`src/design/ptem_pkg.sv`:
```
// shared types, constants and helpers of the phase tracking error monitor
package ptem_pkg;

  localparam int unsigned ERR_W     = 21;
  localparam int unsigned VAL_W     = 16;
  localparam int unsigned PHASE_W   = 4;
  localparam int unsigned NUM_SLOTS = 5;
  localparam int unsigned SLOT_W    = 3;
  localparam int unsigned CFG_IDX_W = 3;
  localparam int unsigned DIV_STEPS = ERR_W;
  localparam int unsigned CNT_W     = $clog2(DIV_STEPS);

  localparam logic [ERR_W-1:0] ERR_SUM_MAX   = ERR_W'(1066666);
  localparam logic [VAL_W-1:0] THRESHOLD_RST = '1;

  // test phases that accumulate error
  localparam logic [PHASE_W-1:0] PHASE_1  = 4'd1;
  localparam logic [PHASE_W-1:0] PHASE_3  = 4'd3;
  localparam logic [PHASE_W-1:0] PHASE_5  = 4'd5;
  localparam logic [PHASE_W-1:0] PHASE_6  = 4'd6;
  localparam logic [PHASE_W-1:0] PHASE_8  = 4'd8;
  localparam logic [PHASE_W-1:0] PHASE_10 = 4'd10;

  // slot of stored means
  localparam logic [SLOT_W-1:0] SLOT_P1  = 3'd0;
  localparam logic [SLOT_W-1:0] SLOT_P3  = 3'd1;
  localparam logic [SLOT_W-1:0] SLOT_P5  = 3'd2;
  localparam logic [SLOT_W-1:0] SLOT_P8  = 3'd3;
  localparam logic [SLOT_W-1:0] SLOT_P10 = 3'd4;

  typedef enum logic [CFG_IDX_W-1:0] {
    CFG_PHASE1_TIME  = 3'd0,
    CFG_PHASE3_TIME  = 3'd1,
    CFG_PHASE5_TIME  = 3'd2,
    CFG_PHASE6_TIME  = 3'd3,
    CFG_PHASE8_TIME  = 3'd4,
    CFG_PHASE10_TIME = 3'd5,
    CFG_THRESHOLD    = 3'd6
  } cfg_idx_t;

  typedef struct packed {
    logic [PHASE_W-1:0] test_phase;
    logic [VAL_W-1:0]   setpoint_angle;
    logic [VAL_W-1:0]   position_estimate;
    logic [VAL_W-1:0]   elapsed_time;
    logic               test_enable;
  } in_t;

  typedef struct packed {
    logic             flag_phase1;
    logic             flag_phase3;
    logic             flag_phase5;
    logic             flag_phase8;
    logic             flag_phase10;
    logic [ERR_W-1:0] current_mean;
    logic [ERR_W-1:0] error_sum;
  } out_t;

  typedef struct packed {
    logic              valid;
    logic [SLOT_W-1:0] idx;
  } slot_t;

  // controller to datapath
  typedef struct packed {
    logic load;
    logic prep;
    logic div_step;
    logic store;
    logic out_load;
  } cmd_t;

  // datapath to controller
  typedef struct packed {
    logic div_zero_nxt;
    logic div_zero;
    logic div_last;
  } sts_t;

  typedef enum logic [4:0] {
    ST_IDLE  = 5'b00001,
    ST_PREP  = 5'b00010,
    ST_DIV   = 5'b00100,
    ST_STORE = 5'b01000,
    ST_OUT   = 5'b10000
  } state_t;

  function automatic slot_t phase_slot(input logic [PHASE_W-1:0] phase);
    slot_t s;
    s.valid = 1'b1;
    s.idx   = SLOT_P1;
    unique case (phase)
      PHASE_1:          s.idx = SLOT_P1;
      PHASE_3:          s.idx = SLOT_P3;
      PHASE_5, PHASE_6: s.idx = SLOT_P5;
      PHASE_8:          s.idx = SLOT_P8;
      PHASE_10:         s.idx = SLOT_P10;
      default:          s.valid = 1'b0;
    endcase
    return s;
  endfunction

endpackage

```
`src/design/ptem_ctrl.sv`:
```
// controller state machine of the phase tracking error monitor
module ptem_ctrl (
  input  logic           clk,
  input  logic           rst_n,
  input  logic           in_valid,
  output logic           in_ready,
  output logic           out_valid,
  input  logic           out_ready,
  input  ptem_pkg::sts_t sts,
  output ptem_pkg::cmd_t cmd
);

  ptem_pkg::state_t state_r, state_nxt;
  logic out_valid_r, out_valid_nxt;
  logic out_free;
  logic accept;

  assign in_ready  = (state_r == ptem_pkg::ST_IDLE);
  assign out_valid = out_valid_r;
  assign accept    = in_valid && in_ready;
  assign out_free  = !out_valid_r || out_ready;

  always_comb begin
    state_nxt     = state_r;
    out_valid_nxt = out_valid_r && !out_ready;
    cmd           = '0;
    unique case (state_r)
      ptem_pkg::ST_IDLE: begin
        if (accept) begin
          cmd.load  = 1'b1;
          state_nxt = ptem_pkg::ST_PREP;
        end
      end
      ptem_pkg::ST_PREP: begin
        cmd.prep  = 1'b1;
        state_nxt = sts.div_zero_nxt ? ptem_pkg::ST_STORE : ptem_pkg::ST_DIV;
      end
      ptem_pkg::ST_DIV: begin
        cmd.div_step = 1'b1;
        if (sts.div_last) begin
          state_nxt = ptem_pkg::ST_STORE;
        end
      end
      ptem_pkg::ST_STORE: begin
        cmd.store = 1'b1;
        state_nxt = ptem_pkg::ST_OUT;
      end
      ptem_pkg::ST_OUT: begin
        if (out_free) begin
          cmd.out_load  = 1'b1;
          out_valid_nxt = 1'b1;
          state_nxt     = ptem_pkg::ST_IDLE;
        end
      end
      default: state_nxt = ptem_pkg::ST_IDLE;
    endcase
  end

  always_ff @(posedge clk) begin
    if (!rst_n) begin
      state_r     <= ptem_pkg::ST_IDLE;
      out_valid_r <= 1'b0;
    end else begin
      state_r     <= state_nxt;
      out_valid_r <= out_valid_nxt;
    end
  end

  a_accept_prep: assert property (@(posedge clk) disable iff (!rst_n)
    accept |=> state_r == ptem_pkg::ST_PREP)
    else $error("accepted transaction did not start preparation");

  a_div_nonzero: assert property (@(posedge clk) disable iff (!rst_n)
    state_r == ptem_pkg::ST_DIV |-> !sts.div_zero)
    else $error("division running with zero divisor");

  a_out_load: assert property (@(posedge clk) disable iff (!rst_n)
    (state_r == ptem_pkg::ST_OUT && out_free) |=> out_valid_r)
    else $error("result not presented after load");

  a_out_rise: assert property (@(posedge clk) disable iff (!rst_n)
    $rose(out_valid_r) |-> $past(state_r == ptem_pkg::ST_OUT))
    else $error("result presented outside output state");

endmodule

```
`src/design/ptem_dp.sv`:
```
// datapath of the phase tracking error monitor: registers, accumulator, divider, slots
module ptem_dp (
  input  logic                              clk,
  input  logic                              rst_n,
  input  ptem_pkg::in_t                     in_data,
  output ptem_pkg::out_t                    out_data,
  input  logic                              cfg_wr_en,
  input  logic [ptem_pkg::CFG_IDX_W-1:0]    cfg_index,
  input  logic [ptem_pkg::VAL_W-1:0]        cfg_data,
  input  ptem_pkg::cmd_t                    cmd,
  output ptem_pkg::sts_t                    sts
);

  localparam int unsigned EW = ptem_pkg::ERR_W;
  localparam int unsigned VW = ptem_pkg::VAL_W;

  logic [VW-1:0] p1_time_r, p3_time_r, p5_time_r, p6_time_r, p8_time_r, p10_time_r;
  logic [VW-1:0] thr_r;

  ptem_pkg::in_t item_r;
  logic          prev_en_r;
  logic [EW-1:0] acc_r, acc_nxt;
  logic [EW-1:0] means_r [ptem_pkg::NUM_SLOTS];
  logic [VW-1:0] div_r, div_nxt;
  logic [VW-1:0] rem_r, rem_nxt;
  logic [EW-1:0] quo_r, quo_nxt;
  logic [ptem_pkg::CNT_W-1:0] cnt_r;
  ptem_pkg::out_t out_r;

  ptem_pkg::slot_t slot;
  logic [VW-1:0]   diff;
  logic [EW:0]     sum_w;
  logic [VW:0]     ref_w;
  logic [VW:0]     trial;
  logic            ge;
  logic [EW-1:0]   mean_w;
  logic            rise;

  // configuration registers
  always_ff @(posedge clk) begin
    if (!rst_n) begin
      p1_time_r  <= '0;
      p3_time_r  <= '0;
      p5_time_r  <= '0;
      p6_time_r  <= '0;
      p8_time_r  <= '0;
      p10_time_r <= '0;
      thr_r      <= ptem_pkg::THRESHOLD_RST;
    end else if (cfg_wr_en) begin
      unique case (cfg_index)
        ptem_pkg::CFG_PHASE1_TIME:  p1_time_r  <= cfg_data;
        ptem_pkg::CFG_PHASE3_TIME:  p3_time_r  <= cfg_data;
        ptem_pkg::CFG_PHASE5_TIME:  p5_time_r  <= cfg_data;
        ptem_pkg::CFG_PHASE6_TIME:  p6_time_r  <= cfg_data;
        ptem_pkg::CFG_PHASE8_TIME:  p8_time_r  <= cfg_data;
        ptem_pkg::CFG_PHASE10_TIME: p10_time_r <= cfg_data;
        ptem_pkg::CFG_THRESHOLD:    thr_r      <= cfg_data;
        default: ;
      endcase
    end
  end

  assign slot = ptem_pkg::phase_slot(item_r.test_phase);
  assign diff = (item_r.setpoint_angle >= item_r.position_estimate) ?
                (item_r.setpoint_angle - item_r.position_estimate) :
                (item_r.position_estimate - item_r.setpoint_angle);
  assign sum_w = {1'b0, acc_r} + (EW+1)'(diff);

  // phase reference, 17 bits for the five/six sum
  always_comb begin
    unique case (item_r.test_phase)
      ptem_pkg::PHASE_1:  ref_w = {1'b0, p1_time_r};
      ptem_pkg::PHASE_3:  ref_w = {1'b0, p3_time_r};
      ptem_pkg::PHASE_5,
      ptem_pkg::PHASE_6:  ref_w = {1'b0, p5_time_r} + {1'b0, p6_time_r};
      ptem_pkg::PHASE_8:  ref_w = {1'b0, p8_time_r};
      ptem_pkg::PHASE_10: ref_w = {1'b0, p10_time_r};
      default:            ref_w = '0;
    endcase
  end

  // restoring division step
  assign trial = {rem_r, quo_r[EW-1]};
  assign ge    = (trial >= {1'b0, div_r});

  always_comb begin
    acc_nxt = acc_r;
    div_nxt = div_r;
    rem_nxt = rem_r;
    quo_nxt = quo_r;
    if (cmd.prep) begin
      if (!slot.valid) begin
        acc_nxt = '0;
      end else if (sum_w > {1'b0, ptem_pkg::ERR_SUM_MAX}) begin
        acc_nxt = ptem_pkg::ERR_SUM_MAX;
      end else begin
        acc_nxt = sum_w[EW-1:0];
      end
      div_nxt = (ref_w > {1'b0, item_r.elapsed_time}) ?
                VW'(ref_w - {1'b0, item_r.elapsed_time}) : '0;
      rem_nxt = '0;
      quo_nxt = acc_nxt;
    end else if (cmd.div_step) begin
      rem_nxt = ge ? VW'(trial - {1'b0, div_r}) : trial[VW-1:0];
      quo_nxt = {quo_r[EW-2:0], ge};
    end
  end

  assign mean_w = (div_r == '0) ? '0 : quo_r;
  assign rise   = item_r.test_enable && !prev_en_r;

  always_ff @(posedge clk) begin
    if (cmd.load) begin
      item_r <= in_data;
    end
    if (cmd.out_load) begin
      out_r.flag_phase1  <= (means_r[ptem_pkg::SLOT_P1]  >= EW'(thr_r));
      out_r.flag_phase3  <= (means_r[ptem_pkg::SLOT_P3]  >= EW'(thr_r));
      out_r.flag_phase5  <= (means_r[ptem_pkg::SLOT_P5]  >= EW'(thr_r));
      out_r.flag_phase8  <= (means_r[ptem_pkg::SLOT_P8]  >= EW'(thr_r));
      out_r.flag_phase10 <= (means_r[ptem_pkg::SLOT_P10] >= EW'(thr_r));
      out_r.current_mean <= mean_w;
      out_r.error_sum    <= acc_r;
    end
  end

  always_ff @(posedge clk) begin
    if (!rst_n) begin
      acc_r     <= '0;
      prev_en_r <= 1'b0;
      cnt_r     <= '0;
      div_r     <= '0;
      rem_r     <= '0;
      quo_r     <= '0;
      for (int i = 0; i < ptem_pkg::NUM_SLOTS; i++) begin
        means_r[i] <= '0;
      end
    end else begin
      acc_r <= acc_nxt;
      div_r <= div_nxt;
      rem_r <= rem_nxt;
      quo_r <= quo_nxt;
      if (cmd.prep) begin
        cnt_r <= '0;
      end else if (cmd.div_step) begin
        cnt_r <= cnt_r + 1'b1;
      end
      if (cmd.store) begin
        prev_en_r <= item_r.test_enable;
        if (rise) begin
          for (int i = 0; i < ptem_pkg::NUM_SLOTS; i++) begin
            means_r[i] <= '0;
          end
        end else if (slot.valid) begin
          means_r[slot.idx] <= mean_w;
        end
      end
    end
  end

  assign sts.div_zero_nxt = (div_nxt == '0);
  assign sts.div_zero     = (div_r == '0);
  assign sts.div_last     = (cnt_r == ptem_pkg::CNT_W'(ptem_pkg::DIV_STEPS - 1));

  assign out_data = out_r;

  a_acc_sat: assert property (@(posedge clk) disable iff (!rst_n)
    acc_r <= ptem_pkg::ERR_SUM_MAX)
    else $error("accumulator above saturation limit");

  a_prev_en: assert property (@(posedge clk) disable iff (!rst_n)
    cmd.store |=> prev_en_r == $past(item_r.test_enable))
    else $error("previous enable not taken at store");

  a_quo_hold: assert property (@(posedge clk) disable iff (!rst_n)
    (!cmd.prep && !cmd.div_step) |=> $stable(quo_r))
    else $error("quotient changed outside division");

endmodule

```
`src/design/phase_tracking_error_monitor_unit.sv`:
```
// top level of the phase tracking error monitor
// an input transaction goes through the prepare, divide, store and output states to result valid;
//   divide is skipped when the divisor is zero; a new transaction is accepted once the result is
//   loaded; the 21-step serial divider produces one quotient bit per cycle
// the result register frees the input side while a result waits to be taken
// reset: synchronous active-low rst_n clears accumulator, slots, enable history and
//   timing registers; threshold resets to all ones
module phase_tracking_error_monitor_unit (
  input  logic                            clk,
  input  logic                            rst_n,
  // input channel
  input  logic                            in_valid,
  output logic                            in_ready,
  input  ptem_pkg::in_t                   in_data,
  // result channel
  output logic                            out_valid,
  input  logic                            out_ready,
  output ptem_pkg::out_t                  out_data,
  // configuration write port
  input  logic                            cfg_wr_en,
  input  logic [ptem_pkg::CFG_IDX_W-1:0]  cfg_index,
  input  logic [ptem_pkg::VAL_W-1:0]      cfg_data
);

  // command and status between controller and datapath
  ptem_pkg::cmd_t cmd;
  ptem_pkg::sts_t sts;

  // controller: sequences load, accumulate, divide, store and result transaction
  ptem_ctrl u_ctrl (
    .clk       (clk),
    .rst_n     (rst_n),
    .in_valid  (in_valid),
    .in_ready  (in_ready),
    .out_valid (out_valid),
    .out_ready (out_ready),
    .sts       (sts),
    .cmd       (cmd)
  );

  // datapath: timing registers, saturating accumulator, serial divider, mean slots
  ptem_dp u_dp (
    .clk       (clk),
    .rst_n     (rst_n),
    .in_data   (in_data),
    .out_data  (out_data),
    .cfg_wr_en (cfg_wr_en),
    .cfg_index (cfg_index),
    .cfg_data  (cfg_data),
    .cmd       (cmd),
    .sts       (sts)
  );

endmodule
```
`config.mk`:
```
export PLATFORM = sky130hd
export DESIGN_NAME = phase_tracking_error_monitor_unit
export DESIGN_NICKNAME = d
export VERILOG_FILES = /design/src/design/ptem_pkg.sv /design/src/design/ptem_ctrl.sv /design/src/design/ptem_dp.sv /design/src/design/phase_tracking_error_monitor_unit.sv
export SDC_FILE = /design/constraint.sdc
export NUM_CORES = 1
export LEC_CHECK = 0
export ABC_AREA = 0
export BUFFER_PORTS_ARGS = -buffer_cell sky130_fd_sc_hd__buf_2
export CORE_ASPECT_RATIO = 0.6
export CORE_MARGIN = 2
export CORE_UTILIZATION = 55
export DETAILED_ROUTE_END_ITERATION = 8
export GPL_TIMING_DRIVEN = 0
export PLACE_DENSITY_LB_ADDON = 0.08
export SETUP_SLACK_MARGIN = 0.1
export SLEW_MARGIN = 20
export SYNTH_ARGS = -nofsm -noshare
export SYNTH_HDL_FRONTEND = slang
export SYNTH_SLANG_ARGS = --single-unit
export TNS_END_PERCENT = 5
```
`constraint.sdc`:
```
create_clock -name clk -period 9.2 [get_ports clk]
set_input_delay 0.46 -clock clk [delete_from_list [all_inputs] [get_ports clk]]
set_output_delay 0.46 -clock clk [all_outputs]
set_load 0.02 [all_outputs]
```
Word-level counts from Yosys, hierarchy flattened --
Memories as Yosys holds them, arrays and structs flattened. Cells that the tools add are included.
Operators by class: add/sub/neg operators 7, magnitude comparators 9, equality and inequality tests 21, muxes and demuxes 44, bitwise gates (word level) 6, reduce and logical (&&, ||, !) cells 23
Operator list (count):
- $mux W21 | 11
- $ge A21 B16 Y1 | 5
- $pmux W17 S5 | 1
- $mux W16 | 4
- $sub A16 B16 Y16 | 4
- $logic_not A16 Y1 | 2
- $pmux W5 S5 | 1
- $add A21 B16 Y22 | 1
- $gt A22 B21 Y1 const B | 1
- $mux W1 | 21
- $reduce_or A21 Y1 | 1
- $add A16 B16 Y17 | 1
- $ge A17 B16 Y1 | 1
- $gt A17 B16 Y1 | 1
- $ge A16 B16 Y1 | 1
- $mux W5 | 3
- $reduce_and A2 Y1 | 7
- $pmux W3 S4 | 1
- $eq A5 B5 Y1 const B | 2
- $eq A3 B3 Y1 const B | 3
- $eq A4 B3 Y1 const B | 2
- $eq A4 B4 Y1 const B | 2
- $eq A3 B2 Y1 const B | 2
- $reduce_or A6 Y1 | 1
- 21 further kinds | 31
Storage, ports and cells: bits in registers 298, memory bits (writable) 105, bits of input ports 77, output and inout bits 49, memories kept 1
Memories:
- u_dp.means_r | depth 5, bits a word 21, rd ports 5, clocked after Yosys merged registers in 0, write ports 5, line ptem_dp.sv:23 | logic [EW-1:0] means_r [ptem_pkg::NUM_SLOTS];

Logic depth before layout (Yosys ltp) --
Gate-level depths: netlist of run 1.
depth after elaboration 10, gate-level depth with buffers 26, depth with buffers taken out 23

By module --
Synthesis of run 1 repeated with hierarchy kept, for this count alone.
Second synthesis, totals: cell total of the unflattened synthesis 2250, area total of the unflattened synthesis 21693.3 um^2
Modules (own cells, without submodules):
- ptem_dp | times used 1, cells an instance 2209, area each 21351.7 um^2, sequential area each 9999.6 um^2
- ptem_ctrl | times used 1, cells an instance 41, area each 341.6 um^2, sequential area each 120.1 um^2

Worst setup path before layout of run 1 --
No wires, ideal clock.
path kind reg-to-reg, start point register u_dp.item_r[17] in the netlist's numbering, end point register u_dp.acc_r[19], data arrival time 5.169 ns, required time 9.083 ns, setup slack 3.914 ns, cell stages (with the launch flop) 24, buffers on the path 2, period minus slack after synthesis 5.286 ns, path through edfxtp_1 -> ha_1 -> inv_1 -> fa_1 -> a21o_1 -> a21oi_1 -> o21ba_2 -> o21ai_0 -> a221oi_1 -> a211o_1 -> o21ai_2 -> buf_6 -> mux2_2 -> fa_1 -> a211oi_2 -> o21ai_1 -> a2111oi_0 -> nor2_1 -> xnor2_1 -> o311ai_1 -> a211oi_2 -> or2_0 -> buf_2 -> a32o_1
On the way: longest elaborated chain between the ends 6, elaborated cells between the ends (all ways) 8, classes of those cells add/sub (3); order compare (2); mux (3)
Ends and longest elaborated chain:
- start: declaration | line ptem_dp.sv:20 | ptem_pkg::in_t item_r;
- start signal: assignment | line ptem_dp.sv:114 | item_r <= in_data;
- $sub A16 B16 Y16 (tied with other cells) | line ptem_dp.sv:66 | (item_r.position_estimate - item_r.setpoint_angle);
- $mux W16 (*) | line ptem_dp.sv:64 | assign diff = (item_r.setpoint_angle >= item_r.position_estimate) ?
- $add A21 B16 Y22 (*) | line ptem_dp.sv:67 | assign sum_w = {1'b0, acc_r} + (EW+1)'(diff);
- $gt A22 B21 Y1 | line ptem_dp.sv:94 | end else if (sum_w > {1'b0, ptem_pkg::ERR_SUM_MAX}) begin
- $mux W21 (*) | line ptem_dp.sv:94
- $mux W21 (*) | line ptem_dp.sv:92 | if (!slot.valid) begin
- end signal: assignment | line ptem_dp.sv:139 | acc_r <= acc_nxt;
- end: declaration | line ptem_dp.sv:22 | logic [EW-1:0] acc_r, acc_nxt;
Every way passes the cells marked *; elsewhere a longest branch is shown, timed or not. A chain may end at the register's enable or synchronous reset.

Worst setup path after layout of run 1 --
start point register u_dp.item_r[17] in the netlist's numbering, end point register u_dp.quo_r[9]
On the way: longest elaborated chain between the ends 7, elaborated cells between the ends (all ways) 9, classes of those cells add/sub (3); order compare (2); mux (4)
Ends and longest elaborated chain:
- $sub A16 B16 Y16 (tied with other cells) | line ptem_dp.sv:66
- $mux W16 (*) | line ptem_dp.sv:64
- $add A21 B16 Y22 (*) | line ptem_dp.sv:67
- $gt A22 B21 Y1 | line ptem_dp.sv:94
- $mux W21 (*) | line ptem_dp.sv:94
- $mux W21 (*) | line ptem_dp.sv:92
- $mux W21 (*) | line ptem_dp.sv:91 | if (cmd.prep) begin
- end signal: assignment | line ptem_dp.sv:142 | quo_r <= quo_nxt;
- end: declaration | line ptem_dp.sv:26 | logic [EW-1:0] quo_r, quo_nxt;
Marks and branches as above.

==> results of run 1 <==
-- power by group through the flow --
stage / Clock [W] / Sequential (W) / Combinational [W]
after detailed placement: 0 / 0.00200 / 0.000580
after global placement: 0 / 0.00200 / 0.000561
final: 0.00161 / 0.00196 / 0.000599
after global routing: 0.00170 / 0.00197 / 0.000652
after CTS: 0.00163 / 0.00196 / 0.000585
after floorplan: 0 / 0.00199 / 0.000406
-- cells in the mapped netlist, types with 16 or more instances --
cell / number
and3_1: 19
o211ai_1: 49
mux2i_1: 34
xor2_1: 17
xnor2_1: 45
nand3_1: 48
a21o_1: 44
nand2_1: 325
nand2b_1: 16
dfxtp_1: 198
nand4_1: 21
o21a_1: 16
o21ai_0: 96
o21bai_1: 21
inv_1: 143
nor2b_1: 20
nor2_1: 187
ha_1: 178
a21oi_1: 210
clkbuf_1: 84
edfxtp_1: 205
nor3_1: 23
a22oi_1: 25
-- kinds of logic after synthesis --
kind of cell	share of synthesized area
simple gates	0.154
compound gates	0.179
flops	0.472
buf+inv	0.0424
fa+ha+maj	0.109
xor+xnor	0.0253
mux	0.0174
-- state kept, by name, summed over array words and instances, names as in the netlist --
| signal | cells |
|---|---|
| u_ctrl.out_valid | 1 |
| u_ctrl.state_r | 5 |
| u_dp.acc_r | 21 |
| u_dp.cnt_r | 5 |
| u_dp.div_r | 16 |
| u_dp.item_r | 53 |
| u_dp.means_r | 105 |
| u_dp.out_data | 47 |
| u_dp.p10_time_r | 16 |
| u_dp.p1_time_r | 16 |
| u_dp.p3_time_r | 16 |
| u_dp.p5_time_r | 16 |
| u_dp.p6_time_r | 16 |
| u_dp.p8_time_r | 16 |
| u_dp.prev_en_r | 1 |
| u_dp.quo_r | 21 |
| u_dp.rem_r | 16 |
| u_dp.thr_r | 16 |
-- final cells by class --
cell class,count,share of cell area
Timing Repair Buffer,128,0.0273
Sequential cell,403,0.421
Clock inverter,24,0.00917
Inverter,144,0.0225
Buffer,93,0.0154
Clock buffer,48,0.0421
Multi-Input combinational cell,1615,0.435
Antenna cell,2,0.000208
Tap cell,513,0.0267
-- metal layers --
metal | up-vias | share of wire
met1 | 8604 | 0.47
li1 | 8460 | -
met5 | - | 0
met4 | 0 | 0.021
met2 | 831 | 0.41
met3 | 90 | 0.10
-- path summary, 6_finish.rpt --
path                   start           endpoint  slack, ns
max          u_dp.item_r[17]      u_dp.quo_r[9]       2.50
min              in_data[20]    u_dp.item_r[20]       0.07
max reg2reg  u_dp.item_r[17]      u_dp.quo_r[9]       2.50
min reg2reg   u_dp.acc_r[18]  u_dp.out_data[18]       0.43
-- stage by stage --
step / worst slack, ns / instance area, sq um / hold WS [ns]
2_1_floorplan: 3.91 / 21400 / 0.406
3_3_place_gp: 2.85 / 22700 / 0.412
3_5_place_dp: 2.80 / 22800 / 0.414
4_1_cts: 2.77 / 24000 / 0.0593
5_1_grt: 2.17 / 24000 / 0.0566
6_report: 2.50 / 24000 / 0.0740
==> flow_summary.toml, run 1 <==
[run_status]
status = "complete, no violations"

[finish]
final_cell_mix = "325 x nand2_1, 210 x a21oi_1, 205 x edfxtp_1"
layout-drive-gt1-share = 0.0908
fin_nets = 2685
final_cells = 2970
multi_input_area_sq_um = 10400
syn_to_final_growth_pct = 12.0
fill_cells = 3163
regArea_sq_um = 10100
layout_commonest_cell = "nand2_1"
fin_util = 0.631

[global_route]
grt_util_met2 = 0.422
grt_pass1_vias = 16900
met1_usage = 0.456
track_usage = 0.297
busiest_layer = "met1"
grt_pass1_wl_um = 93800
overflow = 0
grt_start_max_net_pins = 55
grtUsageMet3 = 0.0605
antenna_found_initial = 2

[clock_tree]
cts_tree = "yes"
cts_num_sinks = 403
post_cts_resized = 0
path_clk_slew_ns = 0.06
clock_path_buffers = 3
cts_hold_buf = 0
postCtsSetupRepairBufs = 0
cts-root-buf = "clkbuf_16"
h-tree-depth = 2
clkLatencyLatePin_ns = 0.56
cts_inserted_buffers = 39

[drt]
ant_nets = 0
drt_pass1_iterations = 6
drtIter0Drc = 1879
vias = 18000
drt_wl_total_um = 60400
drcViolationCount = 0
wl_per_cell_um = 20.3
viasPerCell = 6.06

[yosys]
ys_seq_area_frac = 0.472
yosysTopAreaCellShare = 0.287
yosysWarnings = 0
netlist_area_sq_um = 21400
synth.avg_cell_area_sq_um = 9.51
ys_ff_latch = 403
synth_top_area_cell = "edfxtp_1"
yosys-top-cells-area = "edfxtp_1 29%, dfxtp_1 18%, ha_1 10%, nand2_1 5.7%, a21oi_1 4.9%"
synth_cell_types = 89
synth_edf_count = 205
ys.flop_type = "edfxtp_1"
ys_async_sr_fraction = 0
syn_nets = 2516
synthCells = 2255

[worst_setup_path]
crit_family = "compound AO/OA/AOI/OAI gates"
worstPathMaxFanout = 10
criticalPathCategory = "register to register"
cp.depth = 24
critPathCaptureType = "register"
startpoint_type = "register"
arrival_ns = 7.14
crit_chain = "ha_1 > inv_1 > fa_1 > a21o_1 > a21oi_1 > o21ba_2 > o21ai_0 > a221oi_1 > a211o_1 > o21ai_2 > buf_6 > mux2i_1 > xnor2_1 > ha_1 > a211oi_2 > o21ai_1 > nand3_1 > and3_1 > a311oi_1 > nand2_1 > a211oi_2 > buf_4 > nor2_1 > o221a_2"
cp_data_required_time_ns = 9.64
cpPeakStageDelay_ns = 0.59
r2r_cells = 24
crit_slowest_cell = "a311oi_1"
crit_buf_inv = 3

[sta]
finalCritPeriodShare = 0.728
tightest_slew_ns = 1.08
min_period_ns = 6.70
fin_skew_ns = 0.0168
slew_viol_final = 0
rsz0062_at_grt = "false"
setup_viol = 0
clock.fmax_mhz = 149
hold_viol_final = 0
timing.max_slew.rel_slack = 0.271
fin_setup_tns_ns = 0

[power_and_ir_drop]
power_frac_comb = 0.144
powerDensity_nw_per_um2 = 174
power_switching_w = 0.00113
power_leakage_nw = 9.91
p_clk_frac = 0.386
swShare = 0.270
seqPwrFrac = 0.470
fin_total_pwr_w = 0.00417
vdd_ir_drop_max_mv = 0.148
p_int_w = 0.00305

[die]
fp.dieH_um = 157
start_util = 0.564
rows = 55
fp.dieW_um = 259
dieArea_sq_um = 40600
ios = 126
coreArea_sq_um = 38100

[placed_design]
port_buffers = 125
gp_congestion = 0.931
dp_cells = 2896
place_hpwl_um = 45700

[min_path]
min_path_type = "input pin to register"
worstHoldPathCells = 1

[flow_run]
maxCapViolCount = 0
Power figures use the tool's default switching activity.
==> inputs of run 2 (changes only) <==
--- a/config.mk
+++ b/config.mk
@@ -5,7 +5,7 @@
 export SDC_FILE = /design/constraint.sdc
 export NUM_CORES = 1
 export LEC_CHECK = 0
-export ABC_AREA = 0
+export ABC_AREA = 1
 export BUFFER_PORTS_ARGS = -buffer_cell sky130_fd_sc_hd__buf_2
 export CORE_ASPECT_RATIO = 0.6
 export CORE_MARGIN = 2
==> constraint.sdc (replaced) <==
create_clock -name clk -period 5.65 [get_ports clk]
set_input_delay 0.2825 -clock clk [delete_from_list [all_inputs] [get_ports clk]]
set_output_delay 0.2825 -clock clk [all_outputs]
set_load 0.02 [all_outputs]
==> run 2 against run 1 <==
- worst setup slack lost 2.1 ns
- sequential share of layout area shrank 2.0 points
- clock skew grew 0.0064 ns
- clock-buffer cell count grew 10
- worst hold slack gained 0.029 ns
- first-iteration DRC count grew 22%
- via count grew 6.7%
- routed wire length grew 7.6%
- utilization grew 1.4 points
- critical path depth grew 5
- critical path type unchanged
==> flow_summary.toml, run 2 <==
[global_route]
grt_start_max_net_pins = 28
grt_pass1_vias = 17500
track_usage = 0.313
overflow = 0
grt_pass1_wl_um = 98900
antenna_found_initial = 0

[sta]
fin_setup_tns_ns = 0
tightest_slew_ns = 0.948
finalCritPeriodShare = 0.930
timing.max_slew.rel_slack = 0.367
finalWorstSetupSlack_ns = 0.396
fin_skew_ns = 0.0232
slew_viol_final = 0
clock.fmax_mhz = 190
setup_viol = 0
rsz0062_at_grt = "false"
hold_viol_final = 0
min_period_ns = 5.25

[finish]
final_cell_mix = "449 x nand2_1, 432 x nor2_1, 284 x inv_1"
fin_nets = 3105
fin_util = 0.645
regArea_sq_um = 10100
layout-drive-gt1-share = 0.0891
multi_input_area_sq_um = 10400
syn_to_final_growth_pct = 15.5
layout_commonest_cell = "nand2_1"
largest_reg_flops = 105
post-route-cell-area_sq_um = 25200
regMostFlops = "u_dp.means_r"
fill_cells = 3313
antennaDiodeCount = 0

[yosys]
netlist_area_sq_um = 21800
synthCells = 2620
yosysTopAreaCellShare = 0.282
yosys-top-cells-area = "edfxtp_1 28%, dfxtp_1 18%, ha_1 10%, nand2_1 7.7%, nor2_1 7.4%"
synth_edf_count = 205
synth.avg_cell_area_sq_um = 8.33
ys_ff_latch = 403
ys.flop_type = "edfxtp_1"
ys_seq_area_frac = 0.464
synth_top_area_cell = "edfxtp_1"
yosysMostFrequentCell = "nand2_1"
ys_async_sr_fraction = 0
synth_cell_types = 57
yosysWarnings = 0
syn_nets = 2881
synth_common_cells = "449 x nand2_1, 433 x nor2_1, 285 x inv_1, 214 x o21ai_0, 205 x edfxtp_1"

[power_and_ir_drop]
swShare = 0.294
power_switching_w = 0.00219
p_int_w = 0.00524
power_leakage_nw = 11.3
vdd_ir_drop_max_mv = 0.280
powerDensity_nw_per_um2 = 295
seqPwrFrac = 0.436
power_frac_comb = 0.185
p_clk_frac = 0.379

[placed_design]
gp_congestion = 0.969
place_hpwl_um = 50100
post_dp_cell_area_sq_um = 23200
dp_worst_setup_slack_ns = 0.273
port_buffers = 124

[min_path]
hp-start = "cfg_data[15]"
min_path_type = "input pin to register"
whs_endpoint = "u_dp.p6_time_r[15]"
worstHoldPathCells = 3

[drt]
drtIter0Drc = 2295
viasPerCell = 5.65
drcViolationCount = 0
wl_per_cell_um = 19.1
drt_wl_total_um = 65000
vias = 19200
ant_nets = 0
drt_pass1_iterations = 8

[flow_run]
maxCapViolCount = 0

[die]
fp.dieW_um = 261
fp.dieH_um = 158
rows = 56
coreArea_sq_um = 39100
dieArea_sq_um = 41300
ios = 126
start_util = 0.558

[worst_setup_path]
reg2reg_slack_ns = 0.40
startpoint_type = "register"
criticalPathCategory = "register to register"
worstPathMaxFanout = 10
r2r_cells = 29
critPathCaptureType = "register"
arrival_ns = 5.73
rr_startpoint = "u_dp.item_r[33]"
crit_buf_inv = 7
cp_common_cell = "nand2_1"
r2r_end = "u_dp.quo_r[6]"
crit_slowest_cell = "fa_1"
crit_family = "simple AND/OR/NAND/NOR gates"
cpPeakStageDelay_ns = 0.43
cp_data_required_time_ns = 6.13

[clock_tree]
clkLatencyLatePin_ns = 0.56
cts_tree = "yes"
cts_num_sinks = 403
clock_path_buffers = 3
cts-root-buf = "clkbuf_16"
h-tree-depth = 2
path_clk_slew_ns = 0.07
cts_inserted_buffers = 39

[run_status]
status = "complete, no violations"
-- run 2: power groups by stage --
stage | clock network, W | registers [W] | logic (W)
final | 0.00282 | 0.00324 | 0.00137
after detailed placement | 0 | 0.00330 | 0.00126
after global routing | 0.00296 | 0.00325 | 0.00151
after floorplan | 0 | 0.00329 | 0.000828
after global placement | 0 | 0.00331 | 0.00122
after CTS | 0.00284 | 0.00324 | 0.00130
-- run 2: metal layers --
| layer | part of all wire | GRT usage |
|---|---|---|
| met5 | 0 | 0 |
| met4 | 0.019 | 0.0655 |
| met3 | 0.10 | 0.0815 |
| met2 | 0.40 | 0.438 |
| met1 | 0.48 | 0.481 |
-- run 2: how the worst max path moves through the flow --
stage	startpoint	to	slack, ns	depth (start not counted)
after floorplan	u_ctrl.state_r[2]	u_dp.item_r[0]	1.59	5
final	u_dp.item_r[33]	u_dp.quo_r[6]	0.40	29
after global routing	u_dp.item_r[25]	u_dp.quo_r[6]	0.08	29
after detailed placement	u_dp.item_r[33]	u_dp.quo_r[6]	0.27	29
after CTS	u_dp.item_r[33]	u_dp.quo_r[6]	0.21	29
after global placement	u_dp.item_r[33]	u_dp.quo_r[6]	0.29	29
-- run 2: kinds of logic (layout without fill, tap and decap cells) --
| family | after synthesis | after routing | share of synthesized area |
|---|---|---|---|
| muxes | 3 | 3 | 0.00138 |
| DFF | 403 | 403 | 0.464 |
| xor gates and xnor gates | 40 | 40 | 0.0161 |
| and+or+nand+nor | 1084 | 1084 | 0.208 |
| adders and majority gates | 184 | 184 | 0.108 |
| AOI/OAI and AO/OA | 537 | 537 | 0.138 |
| buffers and inverters | 369 | 623 | 0.0659 |
-- run 2: worst register-to-register path: cells and delay by family, from the launching register on --
kind                       cells  cell delay [ns]
xor gates and xnor gates       1             0.33
AOI/OAI and AO/OA              3             0.55
DFF                            1             0.39
and+or+nand+nor               14             1.71
buffers and inverters          7             0.89
muxes                          1             0.30
adders and majority gates      3             0.98
-- run 2: stage by stage --
step / hold slack, ns / total power, W / cells
2_1_floorplan: 0.381 / 0.00412 / 2620
3_3_place_gp: 0.448 / 0.00453 / 3266
3_5_place_dp: 0.459 / 0.00456 / 3270
4_1_cts: 0.0812 / 0.00738 / 3395
5_1_grt: 0.0950 / 0.00772 / 3396
6_report: 0.103 / 0.00743 / 3396
-- run 2: layout make-up --
type                       count  share of cell area
tap                          522              0.0259
clock inverter                13             0.00774
multi-input combinational   1848               0.411
sequential                   403               0.401
timing repair buffer         183              0.0504
clock buffer                  58              0.0460
buffer                        77              0.0137
inverter                     292              0.0435
-- run 2: timing repair --
action / 4_1_cts / 5_1_grt
hold buffers: 54 / 0
setup endpoints to repair: 0 / 42
setup buffers: 0 / 1
endpoints found under the hold margin: 54 / 0
gates resized for setup: 0 / 20
